===== src/hdl/window_coefficient_generator_unit_assert.svh =====
// assertion macros for the window coefficient generator
// no dependencies; included by the top level only
`ifndef WINDOW_COEFFICIENT_GENERATOR_UNIT_ASSERT_SVH
`define WINDOW_COEFFICIENT_GENERATOR_UNIT_ASSERT_SVH
`ifndef NO_ASSERTIONS
`define WCG_ASSERT(lbl, clk, rst_n, prop, msg) \
    lbl: assert property (@(posedge clk) disable iff (!rst_n) prop) else $error(msg);
`define WCG_ASSERT_ALWAYS(lbl, clk, prop, msg) \
    lbl: assert property (@(posedge clk) prop) else $error(msg);
`else
`define WCG_ASSERT(lbl, clk, rst_n, prop, msg)
`define WCG_ASSERT_ALWAYS(lbl, clk, prop, msg)
`endif
`endif


===== src/hdl/wcg_pkg.sv =====
// shared types, constants and the arctangent table of the window generator
// no dependencies
`default_nettype none
package wcg_pkg;
    localparam int HALF_W = 12;
    localparam int IDX_W = 12;
    localparam int KIND_W = 3;
    localparam int COEF_W = 16;
    localparam int CFG_W = 12;
    localparam int MAX_HALF_LENGTH = 2048;
    localparam int FRAC_BITS_DEF = 15;
    localparam int CORDIC_STAGES_DEF = 16;
    localparam int NUM_W = 44;
    localparam int QUO_W = 32;
    localparam int REM_W = 12;
    localparam int ANG_W = 34;
    localparam int DIV_STEPS = QUO_W;

    localparam logic [KIND_W-1:0] KIND_RECT = 3'd0;
    localparam logic [KIND_W-1:0] KIND_BART = 3'd1;
    localparam logic [KIND_W-1:0] KIND_HANN = 3'd2;
    localparam logic [KIND_W-1:0] KIND_HAMM = 3'd3;
    localparam logic [KIND_W-1:0] KIND_BLACK = 3'd4;

    localparam logic REG_KIND = 1'b0;
    localparam logic REG_HALF = 1'b1;

    localparam logic [31:0] Q30_PI = 32'd3373259426;
    localparam logic [31:0] Q30_HALF_PI = 32'd1686629713;
    localparam logic [31:0] CORDIC_GAIN = 32'd652032874;
    localparam logic signed [63:0] Q30_ONE = 64'sd1073741824;
    localparam logic signed [31:0] W_HALF = 32'sd536870912;
    localparam logic signed [31:0] W_054 = 32'sd579820585;
    localparam logic signed [31:0] W_046 = 32'sd493921239;
    localparam logic signed [31:0] W_042 = 32'sd450971566;
    localparam logic signed [31:0] W_008 = 32'sd85899346;

    typedef struct packed {
        logic                 v;
        logic                 err;
        logic                 neg;
        logic [KIND_W-1:0]    kind;
        logic [COEF_W-1:0]    bart;
    } t_side;

    function automatic logic [31:0] atan_q30(input int i);
        logic [31:0] a;
        case (i)
            0: a = 32'h3243F6A8;
            1: a = 32'h1DAC6705;
            2: a = 32'h0FADBAFC;
            3: a = 32'h07F56EA6;
            4: a = 32'h03FEAB76;
            5: a = 32'h01FFD55B;
            6: a = 32'h00FFFAAA;
            7: a = 32'h007FFF55;
            8: a = 32'h003FFFEA;
            9: a = 32'h001FFFFD;
            10: a = 32'h000FFFFF;
            11: a = 32'h0007FFFF;
            12: a = 32'h0003FFFF;
            13: a = 32'h0001FFFF;
            14: a = 32'h0000FFFF;
            15: a = 32'h00007FFF;
            16: a = 32'h00003FFF;
            17: a = 32'h00001FFF;
            18: a = 32'h00000FFF;
            19: a = 32'h000007FF;
            20: a = 32'h000003FF;
            21: a = 32'h000001FF;
            22: a = 32'h000000FF;
            23: a = 32'h0000007F;
            default: a = 32'h0;
        endcase
        return a;
    endfunction
endpackage
`default_nettype wire


===== src/hdl/wcg_cordic_cell.sv =====
// one rotation-mode cordic micro-rotation
// depends on wcg_pkg
`default_nettype none
module wcg_cordic_cell import wcg_pkg::*; #(
    parameter int SHIFT = 0
) (
    input  wire logic                    i_clk,
    input  wire logic                    i_rst_n,
    input  wire logic                    i_en,
    input  wire t_side                   i_side,
    input  wire logic signed [ANG_W-1:0] i_x,
    input  wire logic signed [ANG_W-1:0] i_y,
    input  wire logic signed [ANG_W-1:0] i_z,
    output t_side                        o_side,
    output logic signed [ANG_W-1:0]      o_x,
    output logic signed [ANG_W-1:0]      o_y,
    output logic signed [ANG_W-1:0]      o_z
);
    localparam logic signed [ANG_W-1:0] ATAN = ANG_W'(atan_q30(SHIFT));

    logic signed [ANG_W-1:0] n_x;
    logic signed [ANG_W-1:0] n_y;
    logic signed [ANG_W-1:0] n_z;
    t_side                   r_side;
    logic signed [ANG_W-1:0] r_x;
    logic signed [ANG_W-1:0] r_y;
    logic signed [ANG_W-1:0] r_z;

    always_comb begin
        if (!i_z[ANG_W-1]) begin
            n_x = i_x - (i_y >>> SHIFT);
            n_y = i_y + (i_x >>> SHIFT);
            n_z = i_z - ATAN;
        end else begin
            n_x = i_x + (i_y >>> SHIFT);
            n_y = i_y - (i_x >>> SHIFT);
            n_z = i_z + ATAN;
        end
    end

    always_ff @(posedge i_clk) begin
        if (!i_rst_n) begin
            r_side <= '0;
        end else if (i_en) begin
            r_side <= i_side;
        end
        if (i_en) begin
            r_x <= n_x;
            r_y <= n_y;
            r_z <= n_z;
        end
    end

    assign o_side = r_side;
    assign o_x = r_x;
    assign o_y = r_y;
    assign o_z = r_z;
endmodule
`default_nettype wire


===== config.mk =====
export PLATFORM = sky130hd
export DESIGN_NAME = wcg_cordic_cell
export DESIGN_NICKNAME = d
export VERILOG_FILES = /design/src/hdl/window_coefficient_generator_unit_assert.svh /design/src/hdl/wcg_pkg.sv /design/src/hdl/wcg_cordic_cell.sv
export SDC_FILE = /design/constraint.sdc
export NUM_CORES = 1
export LEC_CHECK = 0
export BUFFER_PORTS_ARGS = -buffer_cell sky130_fd_sc_hd__buf_2
export CORE_MARGIN = 4
export CORE_UTILIZATION = 40
export CTS_BUF_LIST = sky130_fd_sc_hd__clkbuf_4 sky130_fd_sc_hd__clkbuf_8
export DETAILED_ROUTE_END_ITERATION = 16
export GPL_ROUTABILITY_DRIVEN = 0
export PLACE_DENSITY = 0.7
export SKIP_CTS_REPAIR_TIMING = 1
export SLEW_MARGIN = 0
export SYNTH_ARGS = -nofsm -noshare
export SYNTH_HDL_FRONTEND = slang
export SYNTH_SLANG_ARGS = --single-unit

===== constraint.sdc =====
create_clock -name i_clk -period 13 [get_ports i_clk]
set_clock_uncertainty 0.1 [all_clocks]
set_input_delay 3.25 -clock i_clk [delete_from_list [all_inputs] [get_ports i_clk]]
set_output_delay 3.25 -clock i_clk [all_outputs]
set_load 0.1 [all_outputs]

# Word-level counts from Yosys, hierarchy flattened
# Cells that the tools add are included.
[word_totals]
regBits = 124
inputBits = 127
output_inout_bits = 124
word_cells = 16
[op_classes]
addsub = 5
muxes = 3
[ops]
columns = ["operator", "n"]
rows = [
  ["$mux W34", 3],
  ["$sub A34 B34 Y34", 2],
  ["$add A34 B31 Y34 const B", 1],
  ["$add A34 B34 Y34", 1],
  ["$sub A34 B31 Y34 const B", 1],
]

# Depth between registers and ports, before layout
[logic_depth]
depth_word = 2
mapped_depth = 14
depth_no_buf = 12

# Worst setup path before layout
# OpenSTA, ideal clock, no wires.
[synth_timing]
path_kind = "input to register"
start = "input port i_z[33]"
end = "register r_z[33], in the netlist o_z[33] (data pin)"
setup_ns = 0.257
arrival_time_ns = 6.336
required_ns = 12.643
slack_ns = 6.307
path_stages = 14
n_path_buf = 3
path_cell_list = "clkbuf_1 inv_1 clkbuf_1 clkbuf_1 fa_1 a211oi_1 o21bai_1 a21oi_1 o41ai_2 a21oi_1 o21a_1 o2111ai_1 o2111ai_1 o2bb2ai_1"
[synth_via]
elab_chain_len = 2
elab_cells_between_ends = 3
cone_classes = "add/sub: 2; mux: 1"
[synth_rtl]
columns = ["element", "line_no", "rtl"]
rows = [
  ["start: declaration", "wcg_cordic_cell.sv:13", "input wire logic signed [ANG_W-1:0] i_z,"],
  ["$sub A34 B31 Y34 / $add A34 B31 Y34 (equally long branches)", "wcg_cordic_cell.sv:33, wcg_cordic_cell.sv:37", ""],
  ["$mux W34 *", "wcg_cordic_cell.sv:30", "if (!i_z[ANG_W-1]) begin"],
  ["via n_z[33]", "wcg_cordic_cell.sv:23", "logic signed [ANG_W-1:0] n_z;"],
  ["end signal: assignment", "wcg_cordic_cell.sv:50", "r_z <= n_z;"],
  ["end: declaration", "wcg_cordic_cell.sv:27", "logic signed [ANG_W-1:0] r_z;"],
]
# Mark *: on every way through the listed nets, which the timed path passes. The rest lies on a longest branch.
# A chain may end at the register's enable or synchronous reset.

# Worst setup path in the final report
# Ends and elaborated chain as after synthesis.

==> summary.md <==
| Metric | Value |
|---|---|
| Initial DRC Count | 1260 |
| CP Class | input pin to flop |
| P&R area growth vs syn | 17.1% |
| HP Start | o_side[6] |
| Final count of hold timing violations | 0 |
| Num CTS Buffers | 17 |
| Number of global-route vias before repair | 9920 |
| Slowest-stage cell, CP | o41ai_2 |
| FF-to-FF path depth | 2 |
| First-pass GRT wire length | 52800 um |
| Unrepaired setup endpoints after global routing | false |
| Fraction of layout cells with a size suffix above 1 | 21.5% |
| Buf/Inv on CP | 3 |
| Reg2reg start | o_side[15] |
| Top-Level Pins | 251 |
| Fin. max-slew vios | 0 |
| Synth top area cells | edfxtp_1, ha_1, a21oi_1, xnor2_1, dfxtp_1 |
| Leakage dissipation | 5.90 nW |
| Post-DRT Antenna Nets | 0 |
| Initial Utilization | 40.5% |
| Hold Path Class | flop to flop |
| Syn Nets | 1524 |
| Placement-stage cell area | 0.0127 mm^2 |
| Crit path max fanout | 46 |
| Commonest cells post-synth | a21oi_1, ha_1, edfxtp_1, inv_1, nor2_1 |
| FF-to-FF End | o_side[15] |
| Final worst-path cycle share | 49.3% |
| Minimum clock period | 6.42 ns |
| Vias per inst | 5.59 |
| DR WL/cell | 18.3 um |
| Max-cap violation count | 0 |
| CP Launch Type | input pin |
| Drt drc | 0 |
| Die Span Y | 175 um |
| Clk Latency, worst-skew pair | 0.46 ns |
| Worst EP arrival | 6.55 ns |
| CP Capture Type | flop |
| Global route total overflow | 0 |
| Max VDD drop | 0.0000916 V |
| Netlist cell types | 81 |
| Primary FF master, synth | edfxtp_1 |
| Post-layout util | 47.4% |
| Clk root buf | clkbuf_8 |
| Critical Path RT | 13.13 ns |
| Cell family with most CP delay | compound AO/OA/AOI/OAI gates |
| Port buffer count | 250 |
| Gr usage total | 21.3% |
| Mapped Avg Cell Area | 8.87 um^2 |
| Layout Nets | 1743 |
| Crit path cell chain | buf_2, buf_4, inv_2, ha_1, o21ai_0, o21bai_1, a21oi_1, o41ai_2, a21oi_1, o21a_1, o2111ai_1, o2111ai_1, o2bb2ai_1 |
| Worst slew margin | 30.1% |
| Mapped cell area | 0.0112 mm^2 |
| Initial antenna violation count | 4 |
| Synth Register Bits | 123 |
| # diodes | 0 |
| Worst Max-Slew Pin Slew | 1.05 ns |
| CTS tree | built |
| Max stage delay on crit path | 0.53 ns |
| Placed wire-length estimate | 26600 um |
| Drt pass-1 iters | 6 |
| Reg2reg setup slack | 12.27 ns |
| TNS Setup | 0 ns |
| Peak Freq | 156 MHz |
| Die Span X | 175 um |
| Hold depth | 2 |
| CTS sink cnt | 123 |
| Pwr dens | 136 mW/mm^2 |
| Core Rows | 61 |
| WL final | 34300 um |
| Hold endpoint | o_side[6] |
| Via count of the routed design | 10500 |
| Ys Warns | 0 |
| H-tree depth | 4 |
| Post-synthesis sequential area ratio | 31.0% |
| Most frequent cell after synthesis | a21oi_1 |
| Share of the synthesized area in the top cell type | 27.0% |
| Final instance area | 0.0131 mm^2 |
| Number of synthesized flops with an enable pin | 101 |
| Worst-path clk slew | 0.10 ns |
| Clock Path Buffers | 2 |
| Placeable Area | 0.0277 mm^2 |
| Status | complete, no violations |
| Final Setup Violations | 0 |
| Largest net degree at the start of global routing | 79 |
| Synth Instances | 1264 |
| Post-synth ARST share | 0% |
| Post-synth top area cell | edfxtp_1 |
| DIE AREA | 0.0308 mm^2 |
==> per-layer routing <==
layer	global-route usage, %	wire (um)	vias to the layer above
li1	-	-	5008
met1	28.5	14800	4809
met2	35.3	15500	562
met3	4.35	3030	88
met4	6.01	966	8
met5	0	52	-
==> metrics by stage <==
stage	power (mW)	cells	worst slack, ns	hold slack [ns]
floorplan	1.24	1264	6.31	0.881
global placement	1.41	1842	6.20	0.394
detailed placement	1.42	1842	6.15	0.397
CTS	1.79	1874	6.67	0.424
global route	1.87	1874	6.38	0.445
finish	1.79	1874	6.58	0.419
==> tightest hold or removal path, stage by stage, from the launching register on <==
cell     delay [ns]
dfxtp_1        0.33
mux2i_1        0.06
nor2b_1        0.10
==> report_power, final <==
| group | switching (mW) | total, mW | leakage [nW] | internal [mW] |
|---|---|---|---|---|
| combinational | 0.699 | 0.900 | 4.53 | 0.201 |
| clock | 0.210 | 0.372 | 0.205 | 0.162 |
| sequential | 0.0160 | 0.518 | 1.17 | 0.502 |
| total | 0.925 | 1.79 | 5.90 | 0.866 |
==> kinds of logic after synthesis <==
logic type	after synthesis	share of synthesized area [%]
AO/OA/AOI/OAI	413	23.7
XOR/XNOR	88	6.94
buffers and inverters	160	5.76
flip-flops	123	31.0
multiplexers	46	4.18
adder cells (fa/ha/maj)	133	15.1
AND/OR/NAND/NOR	301	13.3
==> sequential cells by signal, summed over array words and instances, names as in the netlist <==
register and flops:
o_x 34, o_y 33, o_z 34, o_side 22
==> cells in the final DEF, fill, tap and decap left out, types with 8 or more instances in the layout <==
master    synthesis  layout
o21bai_1         34      34
nand4_1          13      13
xor2_1           12      12
a21o_1           28      28
a21oi_1         152     152
nand2b_1         15      15
o21ai_0          73      73
nor2_1           86      86
dfxtp_1          22      22
nor2b_1          39      39
o21ai_1           8       8
nand2_1          64      64
a31oi_1          10      10
a211oi_1         14      14
inv_1           101     100
buf_2             9     249
nor3_1           18      18
ha_1            129     129
o31ai_1           9       9
o211ai_1          9       9
mux2i_1          42      42
clkbuf_8          0      17
edfxtp_1        101     101
xnor2_1          75      75
nand3_1          20      20
==> layout make-up <==
type	count	area (um^2)
clock buffers	17	234
clock inverters	15	169
fillers	2694	14600
inverters	106	398
multi-input cells	981	7100
flip-flops and latches	123	3470
well taps	378	473
repair buffers	254	1290
==> worst max path at each step <==
stage / start / endpoint / slack (ns) / cells after the start
after floorplan: i_z[33] / o_z[33] / 6.31 / 14
after detailed placement: i_z[33] / o_z[29] / 6.15 / 13
after global placement: i_z[33] / o_z[29] / 6.20 / 13
after global routing: i_z[33] / o_z[29] / 6.38 / 13
after CTS: i_z[33] / o_z[29] / 6.67 / 13
final: i_z[33] / o_z[33] / 6.58 / 13
Note: power is estimated with default switching activity, not from simulation.
