<file path="src/hdl/window_coefficient_generator_unit_assert.svh">
// assertion macros for the window coefficient generator
// no dependencies; included by the top level only
`ifndef WINDOW_COEFFICIENT_GENERATOR_UNIT_ASSERT_SVH
`define WINDOW_COEFFICIENT_GENERATOR_UNIT_ASSERT_SVH
`ifndef NO_ASSERTIONS
`define WCG_ASSERT(lbl, clk, rst_n, prop, msg) \
    lbl: assert property (@(posedge clk) disable iff (!rst_n) prop) else $error(msg);
`define WCG_ASSERT_ALWAYS(lbl, clk, prop, msg) \
    lbl: assert property (@(posedge clk) prop) else $error(msg);
`else
`define WCG_ASSERT(lbl, clk, rst_n, prop, msg)
`define WCG_ASSERT_ALWAYS(lbl, clk, prop, msg)
`endif
`endif

</file>
<file path="src/hdl/wcg_pkg.sv">
// shared types, constants and the arctangent table of the window generator
// no dependencies
`default_nettype none
package wcg_pkg;
    localparam int HALF_W = 12;
    localparam int IDX_W = 12;
    localparam int KIND_W = 3;
    localparam int COEF_W = 16;
    localparam int CFG_W = 12;
    localparam int MAX_HALF_LENGTH = 2048;
    localparam int FRAC_BITS_DEF = 15;
    localparam int CORDIC_STAGES_DEF = 16;
    localparam int NUM_W = 44;
    localparam int QUO_W = 32;
    localparam int REM_W = 12;
    localparam int ANG_W = 34;
    localparam int DIV_STEPS = QUO_W;

    localparam logic [KIND_W-1:0] KIND_RECT = 3'd0;
    localparam logic [KIND_W-1:0] KIND_BART = 3'd1;
    localparam logic [KIND_W-1:0] KIND_HANN = 3'd2;
    localparam logic [KIND_W-1:0] KIND_HAMM = 3'd3;
    localparam logic [KIND_W-1:0] KIND_BLACK = 3'd4;

    localparam logic REG_KIND = 1'b0;
    localparam logic REG_HALF = 1'b1;

    localparam logic [31:0] Q30_PI = 32'd3373259426;
    localparam logic [31:0] Q30_HALF_PI = 32'd1686629713;
    localparam logic [31:0] CORDIC_GAIN = 32'd652032874;
    localparam logic signed [63:0] Q30_ONE = 64'sd1073741824;
    localparam logic signed [31:0] W_HALF = 32'sd536870912;
    localparam logic signed [31:0] W_054 = 32'sd579820585;
    localparam logic signed [31:0] W_046 = 32'sd493921239;
    localparam logic signed [31:0] W_042 = 32'sd450971566;
    localparam logic signed [31:0] W_008 = 32'sd85899346;

    typedef struct packed {
        logic                 v;
        logic                 err;
        logic                 neg;
        logic [KIND_W-1:0]    kind;
        logic [COEF_W-1:0]    bart;
    } t_side;

    function automatic logic [31:0] atan_q30(input int i);
        logic [31:0] a;
        case (i)
            0: a = 32'h3243F6A8;
            1: a = 32'h1DAC6705;
            2: a = 32'h0FADBAFC;
            3: a = 32'h07F56EA6;
            4: a = 32'h03FEAB76;
            5: a = 32'h01FFD55B;
            6: a = 32'h00FFFAAA;
            7: a = 32'h007FFF55;
            8: a = 32'h003FFFEA;
            9: a = 32'h001FFFFD;
            10: a = 32'h000FFFFF;
            11: a = 32'h0007FFFF;
            12: a = 32'h0003FFFF;
            13: a = 32'h0001FFFF;
            14: a = 32'h0000FFFF;
            15: a = 32'h00007FFF;
            16: a = 32'h00003FFF;
            17: a = 32'h00001FFF;
            18: a = 32'h00000FFF;
            19: a = 32'h000007FF;
            20: a = 32'h000003FF;
            21: a = 32'h000001FF;
            22: a = 32'h000000FF;
            23: a = 32'h0000007F;
            default: a = 32'h0;
        endcase
        return a;
    endfunction
endpackage
`default_nettype wire

</file>
<file path="src/hdl/wcg_div_cell.sv">
// one restoring division step: one quotient bit per cell
// depends on wcg_pkg
`default_nettype none
module wcg_div_cell import wcg_pkg::*; (
    input  wire logic             i_clk,
    input  wire logic             i_rst_n,
    input  wire logic             i_en,
    input  wire t_side            i_side,
    input  wire logic [REM_W-1:0] i_rem,
    input  wire logic [QUO_W-1:0] i_low,
    input  wire logic [REM_W-1:0] i_div,
    output t_side                 o_side,
    output logic [REM_W-1:0]      o_rem,
    output logic [QUO_W-1:0]      o_low,
    output logic [REM_W-1:0]      o_div
);
    logic [REM_W:0] t;
    logic [REM_W:0] diff;
    logic           ge;
    logic [REM_W-1:0] n_rem;
    logic [QUO_W-1:0] n_low;
    t_side          r_side;
    logic [REM_W-1:0] r_rem;
    logic [QUO_W-1:0] r_low;
    logic [REM_W-1:0] r_div;

    always_comb begin
        t = {i_rem, i_low[QUO_W-1]};
        diff = t - {1'b0, i_div};
        ge = (t >= {1'b0, i_div});
        n_rem = ge ? diff[REM_W-1:0] : t[REM_W-1:0];
        // quotient bits fill in behind the numerator bits
        n_low = {i_low[QUO_W-2:0], ge};
    end

    always_ff @(posedge i_clk) begin
        if (!i_rst_n) begin
            r_side <= '0;
        end else if (i_en) begin
            r_side <= i_side;
        end
        if (i_en) begin
            r_rem <= n_rem;
            r_low <= n_low;
            r_div <= i_div;
        end
    end

    assign o_side = r_side;
    assign o_rem = r_rem;
    assign o_low = r_low;
    assign o_div = r_div;
endmodule
`default_nettype wire

</file>
<file path="config.mk">
export PLATFORM = sky130hd
export DESIGN_NAME = wcg_div_cell
export DESIGN_NICKNAME = d
export VERILOG_FILES = /design/src/hdl/window_coefficient_generator_unit_assert.svh /design/src/hdl/wcg_pkg.sv /design/src/hdl/wcg_div_cell.sv
export SDC_FILE = /design/constraint.sdc
export NUM_CORES = 1
export LEC_CHECK = 0
export ABC_CLOCK_PERIOD_IN_PS = 6300
export BUFFER_PORTS_ARGS = -buffer_cell sky130_fd_sc_hd__buf_2
export CAP_MARGIN = 20
export CORE_MARGIN = 1.5
export CORE_UTILIZATION = 50
export CTS_CLUSTER_DIAMETER = 150
export DETAILED_ROUTE_END_ITERATION = 8
export PLACE_DENSITY = 0.91
export RECOVER_POWER = 100
export SETUP_SLACK_MARGIN = 0.5
export SYNTH_ARGS = -nofsm -noshare
export SYNTH_HDL_FRONTEND = slang
export SYNTH_SLANG_ARGS = --single-unit
</file>
<file path="constraint.sdc">
create_clock -name i_clk -period 6.3 [get_ports i_clk]
set_clock_uncertainty 0.1 [all_clocks]
set_input_delay 0.945 -clock i_clk [delete_from_list [all_inputs] [get_ports i_clk]]
set_output_delay 0.945 -clock i_clk [all_outputs]
set_load 0.05 [all_outputs]
</file>
; ---- Yosys cells after proc, flatten, opt, wreduce, memory -nomap -nowiden
; Index checks and enable logic that the tools add are counted.
[totals]
ff_bits = 78
output_inout_bits = 78
[classes]
addsub = 1
order_cmp = 1
muxes = 1
[ops]
columns = cell, count
row1 = greater-or-equal comparator 13 x 12 -> 1 bit, 1
row2 = two-way mux 12 bit, 1
row3 = subtractor 12 bit, 1

; ---- Longest topological paths before layout
; Gate-level depths: netlist of the first run.
[logic_depth]
word_depth = 2
mapped_depth = 9
ltp_nobuf = 9

; ---- Least setup slack after synthesis of the first run
; Ideal clock, no wire load.
[synth_path]
kind = in2reg
from = input i_div[1]
to = register r_rem[10], in the netlist o_rem[10] (data pin)
setup_time_ns = 0.260
arrival_ns = 2.937
path_slack_ns = 3.002
path_stages = 9
n_path_buf = 1
path_cell_list = inv_1 > ha_1 > nor2b_4 > o31a_1 > o31a_1 > o311a_4 > nor4_4 > buf_8 > mux2_4
[synth_via]
elab_chain_cells = 2
word_cells_on_any_way = 3
[synth_rtl]
columns = element, line
row1 = from (decl), wcg_div_cell.sv:11  ; input wire logic [REM_W-1:0] i_div,
row2 = subtractor 12 bit or greater-or-equal comparator 13 x 12 -> 1 bit (tied branches), "wcg_div_cell.sv:29, wcg_div_cell.sv:30"
row3 = two-way mux 12 bit *, wcg_div_cell.sv:31  ; n_rem = ge ? diff[REM_W-1:0] : t[REM_W-1:0];
row4 = named net n_rem[10], wcg_div_cell.sv:20  ; logic [REM_W-1:0] n_rem;
row5 = to (signal assigned), wcg_div_cell.sv:43  ; r_rem <= n_rem;
row6 = to (decl), wcg_div_cell.sv:23  ; logic [REM_W-1:0] r_rem;
; The timed path passes the listed nets; every way through them passes the cells marked *.
; A chain may end at the register's enable or synchronous reset.

; ---- Final worst setup path of the first run
[layout_path]
from = input i_div[1]
to = register r_rem[2], in the netlist o_rem[2] (data pin)
; The elaborated chain is that of the path after synthesis.

==> impl_metrics.csv, run 1 <==
group,metric,value,unit
detailed_routing,avgViaCountPerCell,5.10,
grt,global_route.overflow_total,0,
sta,timing_hold_violations_final,0,
grt,grt_max_degree,79,
sta,totalNegativeSetupSlack,0,ps
detailed_routing,detailedRoute.firstIterationViolations,127,
clocking,numClockSinks,78,
yosys,synth.lib_cells_used.distinct,37,
power,fin_total_pwr,1320,µW
yosys,synth-seq-area-share,63.3,%
layout,area.growth.synth_to_final,26.9,%
yosys,async_flop_share,0,%
outcome,run_status,"complete, but fails checks",
clocking,clk_pin_slew,80,ps
sta,grt_setup_unrepaired,"no",
floorplan,die_width,84.9,µm
worst_setup_path,critical_path_peak_fanout,8,
grt,grt_pass1_vias,2463,
sta,slew_headroom,-192,%
min_path,hold-path-cell-count,2,
floorplan,core_region_area,0.00642,mm²
worst_setup_path,critPathCaptureType,"flip-flop",
layout,layout-drive-gt1-share,24.3,%
grt,grt_pass1_wl,11400,µm
yosys,netlist.top_cell.by_area,"edfxtp_1",
floorplan,fp.dieArea,0.00721,mm²
layout,diodes,0,
placement,post-place-ws,2290,ps
worst_setup_path,slack_of_the_worst_reg_to_reg_path,5460,ps
outcome,failed_checks,"design-rule violations, max-capacitance violations, max-slew violations",
detailed_routing,vias,2450,
detailed_routing,postRouteAntennaNets,0,
clocking,cts_hold_repair.buffers,0,
placement,io_buffers,158,
yosys,syn-num-nets,329,
clocking,tritoncts.num_buffers,9,
min_path,min-delay-start,"o_side[5]$_SDFFE_PN0P_",
flow_run,timing.max_cap.violations,2,
floorplan,io-pin-count,159,
detailed_routing,drt-wirelength-per-cell,15.3,µm
detailed_routing,wirelength,7360,µm
floorplan,die_height,84.9,µm
yosys,synth.yosys.warnings,0,
worst_setup_path,critical_path_required,6300,ps
yosys,synth_enable_flop_cells,56,
yosys,synth.ff_latch_count,78,
layout,final-seq-area,0.00212,mm²
layout,layout.nets,492,
min_path,hold_ep,"o_side[5]$_SDFFE_PN0P_",
placement,dp_hpwl,5460,µm
yosys,ys.flop_type,"edfxtp_1",
power,p_leak,0.00176,µW
sta,slew_viol_final,86,
clocking,depth_of_the_cts_h_tree,3,
floorplan,initial_core_utilization,52.2,%
sta,max_clock_freq,217,MHz
detailed_routing,detailedRoute.firstPassIterationCount,7,
worst_setup_path,cp_data_arrival_time,4600,ps
layout,fillCellCount,512,
sta,finalSetupViolations,0,
yosys,postSynthAreaPerCell,14.3,µm²
floorplan,floorplan.rows,29,
yosys,post_synth_top_area_share,50.1,%
layout,multi_input_area,0.00110,mm²
worst_setup_path,startpoint_type,"input pin",
worst_setup_path,depth_of_the_worst_register_to_register_path,2,
placement,gpl.final_weighted_congestion,0.833,
power,power-per-cell-area,310,mW/mm²
grt,grt_antenna_before_repair,0,
worst_setup_path,worst_r2r_endpoint,"o_side[1]$_SDFFE_PN0P_",
clocking,cts_post_setup_buffers_inserted,0,
clocking,clock_latency,340,ps
power,ir_drop,0.000223,V
yosys,syn_area,0.00335,mm²
yosys,ys_top_cells_by_area,"edfxtp_1 (50%), dfxtp_1 (13%), mux2i_1 (7.5%)",
clocking,cts.repair.resized,0,
sta,final.period_utilization,73.1,%
sta,finalWorstPathRequiredPeriod,4600,ps
detailed_routing,drt_drc_violations_left,14,
grt,grt_usage,20.5,%
clocking,cts.root.buffer_cell,"clkbuf_8",
yosys,synthesized_netlist_cell_count,235,
clocking,tritoncts,"built",
sta,timing.final.ws_setup,1700,ps
clocking,clock_tree.buffer_depth,2,
worst_setup_path,criticalPathCategory,"input pin to flip-flop",
min_path,hp-class,"flip-flop to flip-flop",
sta,tightest_slew,4380,ps
worst_setup_path,r2r-start,"o_side[1]$_SDFFE_PN0P_",
## report_power, final
group	leakage, µW	switching (µW)	total [µW]	internal, µW
Clock	0.0000895	184	370	186
Combinational	0.000941	241	332	91.2
Sequential	0.000730	14.3	617	602
## worst max-delay path by stage
stage	from	endpoint	slack [ps]
floorplan	i_div[1]	o_rem[10]$_DFFE_PP_	3000
global placement	i_div[1]	o_rem[2]$_DFFE_PP_	2360
detailed placement	i_rem[5]	o_rem[2]$_DFFE_PP_	2290
CTS	i_rem[5]	o_rem[2]$_DFFE_PP_	2670
global route	i_en	o_side[12]$_SDFFE_PN0P_	1370
finish	i_div[1]	o_rem[2]$_DFFE_PP_	1700
## sequential cells by signal, indices dropped and copies added, names as in the netlist
register / count
o_side: 22
o_div: 12
o_low: 32
o_rem: 12
## synth_stat cells (all sizes together), types with 2 or more instances
| cell | instances |
|---|---|
| edfxtp | 56 |
| nor2b | 28 |
| mux2i | 25 |
| dfxtp | 22 |
| inv | 15 |
| ha | 12 |
| mux2 | 10 |
| nand3 | 9 |
| nor2 | 9 |
| a21oi | 5 |
| clkbuf | 5 |
| xnor2 | 5 |
| nand2 | 4 |
| nor3 | 3 |
| o21ai | 3 |
| xor2 | 3 |
| buf | 2 |
| nor4 | 2 |
| o21a | 2 |
| o31a | 2 |
## cell families after synthesis
logic type | after synthesis | share of synthesized area [%]
AO/OA/AOI/OAI | 23 | 5.45
XOR/XNOR | 8 | 2.09
adder cells (fa/ha/maj) | 13 | 5.07
buffers and inverters | 22 | 2.80
flip-flops | 78 | 63.3
multiplexers | 35 | 11.6
AND/OR/NAND/NOR | 56 | 9.70
## per-layer routing
| layer | global-route usage, % | up-vias | wire length (µm) |
|---|---|---|---|
| met5 | 0 | - | 0 |
| met3 | 4.77 | 13 | 613 |
| met4 | 8.64 | 0 | 114 |
| met2 | 37.2 | 105 | 3820 |
| met1 | 23.2 | 1150 | 2810 |
| li1 | - | 1182 | - |
## through the flow
step | utilization [%] | instance area, µm² | cells | hold slack [ps]
floorplan | - | 3350 | 235 | 643
global placement | 65.5 | 4210 | 463 | 392
detailed placement | 65.5 | 4210 | 463 | 397
CTS | 68.6 | 4400 | 479 | 421
global route | 66.3 | 4260 | 480 | 449
finish | 66.3 | 4260 | 480 | 422
## layout make-up
type | instances | share of cell area [%]
repair buffers | 159 | 16.1
well taps | 77 | 2.26
inverters | 15 | 1.32
clock inverters | 6 | 1.65
clock buffers | 10 | 3.00
flip-flops and latches | 78 | 49.9
multi-input cells | 135 | 25.8
## worst max-delay path, stage by stage
cell and delay, ps:
clkbuf_1 160, inv_1 70, ha_1 280, nor2b_1 140, o31a_1 260, o31a_1 270
o311a_2 340, nor4_1 1280, clkbuf_1 460, mux2_2 390
## placed cells by master, fill, tap and decap left out, types with 2 or more instances in the layout
master / instances
edfxtp_1: 56
o21a_1: 2
mux2_4: 5
a21oi_1: 5
xor2_1: 3
o21ai_0: 3
clkbuf_1: 88
mux2_2: 3
nor2_1: 9
nor4_1: 2
inv_6: 2
ha_1: 12
nor2b_1: 28
nand3_1: 9
inv_1: 15
buf_2: 72
xnor2_1: 5
o31a_1: 2
nand2_1: 4
nor3_1: 3
clkbuf_8: 9
dfxtp_1: 22
mux2_1: 2
mux2i_1: 25
clkinvlp_4: 3
(Power assumes the default switching activity.)
==> inputs of run 2 (changes only) <==
Settings changed: ABC_CLOCK_PERIOD_IN_PS 6300 to 4300, CORE_UTILIZATION 50 to 46, PLACE_DENSITY 0.91 to 0.85.
Clock period 6.3 ns to 4.3 ns, I/O delays scaled along.
==> run 2 against run 1 <==
The run ends with max-capacitance violations, max-slew violations left. Power grew 44%. Count of clock-buffer cells in the layout did not move. Global-route usage down 1.9 points. First-iteration DRC count down 39%. Combinational power up 44%. Critical endpoint is now o_rem[5]$_DFFE_PP_.
==> impl_metrics.csv, run 2 (synthesis results as in run 1) <==
group,metric,value,unit
clocking,clock_tree.buffer_depth,2,
sta,timing.final.ws_setup,884,ps
clocking,tritoncts.num_buffers,9,
floorplan,fp.dieArea,0.00781,mm²
detailed_routing,avgViaCountPerCell,4.95,
layout,multi_input_area,0.00109,mm²
placement,dp_hpwl,5670,µm
grt,grt_max_degree,79,
layout,fillCellCount,640,
floorplan,die_height,88.4,µm
detailed_routing,vias,2470,
sta,slew_headroom,-36.0,%
placement,placedInstanceArea,0.00424,mm²
grt,grt_pass1_wl,10800,µm
worst_setup_path,timing.critical_path.slowest_stage_cell,"nor4_4",
clocking,numClockSinks,78,
worst_setup_path,critical_path_required,4280,ps
clocking,clock_latency,330,ps
sta,slew_viol_final,79,
layout,layout_commonest_cell,"clkbuf_1",
flow_run,timing.max_cap.violations,1,
layout,diodes,0,
worst_setup_path,critical_path_peak_fanout,7,
worst_setup_path,slowest_delay,420,ps
layout,area.growth.synth_to_final,27.4,%
power,ir_drop,0.000175,V
detailed_routing,wirelength,7560,µm
detailed_routing,detailedRoute.firstIterationViolations,78,
worst_setup_path,startpoint_type,"input pin",
clocking,tritoncts,"built",
sta,finalSetupViolations,0,
floorplan,io-pin-count,159,
power,p_leak,0.00175,µW
worst_setup_path,cp_data_arrival_time,3400,ps
floorplan,core_region_area,0.00691,mm²
worst_setup_path,critPathCaptureType,"flip-flop",
placement,post-place-ws,769,ps
sta,max_clock_freq,293,MHz
outcome,run_status,"complete, but fails checks",
grt,grt_pass1_vias,2307,
worst_setup_path,criticalPathCategory,"input pin to flip-flop",
detailed_routing,postRouteAntennaNets,0,
min_path,hp-class,"input pin to flip-flop",
layout,mostFrequentLayoutCells,"clkbuf_1 (87), buf_2 (71), edfxtp_1 (56), nor2b_1 (28), mux2i_1 (25)",
clocking,cts_hold_repair.buffers,0,
layout,layout.cell_area.non_filler,0.00427,mm²
floorplan,floorplan.rows,30,
floorplan,initial_core_utilization,48.6,%
detailed_routing,drt_drc_violations_left,0,
detailed_routing,detailedRoute.firstPassIterationCount,4,
placement,io_buffers,158,
worst_setup_path,path_cells,"clkbuf_1, inv_1, ha_1, nor2b_1, o31a_1, o31a_1, o311a_2, nor4_4, clkbuf_1, mux2_1",
clocking,clk_pin_slew,90,ps
clocking,cts.root.buffer_cell,"clkbuf_8",
layout,largest_register_ff_count,32,
detailed_routing,drt-wirelength-per-cell,15.2,µm
layout,layout-drive-gt1-share,23.6,%
grt,grt_usage,18.5,%
clocking,cts_post_setup_buffers_inserted,0,
sta,totalNegativeSetupSlack,0,ps
sta,fin_worst_hold_slack,376,ps
sta,grt_setup_unrepaired,"no",
clocking,cts.repair.resized,0,
sta,finalWorstPathRequiredPeriod,3420,ps
layout,finalCoreUtilization,61.8,%
sta,tightest_slew,2040,ps
layout,final-seq-area,0.00212,mm²
power,power-per-cell-area,444,mW/mm²
grt,grt_antenna_before_repair,0,
layout,layout.nets,492,
outcome,failed_checks,"max-capacitance violations, max-slew violations",
placement,gpl.final_weighted_congestion,0.832,
grt,global_route.overflow_total,0,
sta,timing_hold_violations_final,0,
sta,final.period_utilization,79.5,%
clocking,depth_of_the_cts_h_tree,3,
floorplan,die_width,88.4,µm
## run 2: critical path: cells and delay by family
kind            cells  cell delay, ps
compound gates      3             890
buf+inv             3             610
simple gates        2             570
mux                 1             380
fa+ha+maj           1             290
## run 2: metal layers
layer | vias up | track usage [%] | part of all wire (%)
li1 | 1178 | - | -
met1 | 1157 | 21.3 | 39
met5 | - | 0 | 0
met2 | 118 | 32.2 | 50
met3 | 17 | 4.10 | 8.8
met4 | 0 | 10.2 | 2.4
## run 2: layout make-up
type                            instances  share of cell area (%)
Sequential cell                        78                    49.7
Timing Repair Buffer                  159                    16.1
Multi-Input combinational cell        135                    25.6
Clock inverter                          6                    1.03
Tap cell                               96                    2.81
Clock buffer                           10                    3.49
Inverter                               15                    1.32
## run 2: worst paths after layout
path | from | end | slack [ps] | cells past startpoint
worst max-delay path | i_div[1] | o_rem[5]$_DFFE_PP_ | 880 | 10
worst min register to register | o_side[17]$_SDFFE_PN0P_ | o_side[17]$_SDFFE_PN0P_ | 420 | 2
worst min-delay path | i_low[8] | o_low[9]$_DFFE_PP_ | 380 | 1
worst max register to register | o_side[20]$_SDFFE_PN0P_ | o_side[20]$_SDFFE_PN0P_ | 3530 | 2
## run 2: power breakdown
| group | switching, µW | internal (µW) | total (µW) |
|---|---|---|---|
| logic | 355 | 124 | 479 |
| clock network | 270 | 247 | 517 |
| registers | 19.6 | 881 | 900 |
## run 2: metrics by stage
step                      cells  total power, µW
after floorplan             235             1290
after global routing        499             1970
after detailed placement    483             1430
after global placement      483             1410
after CTS                   499             1940
final                       499             1900
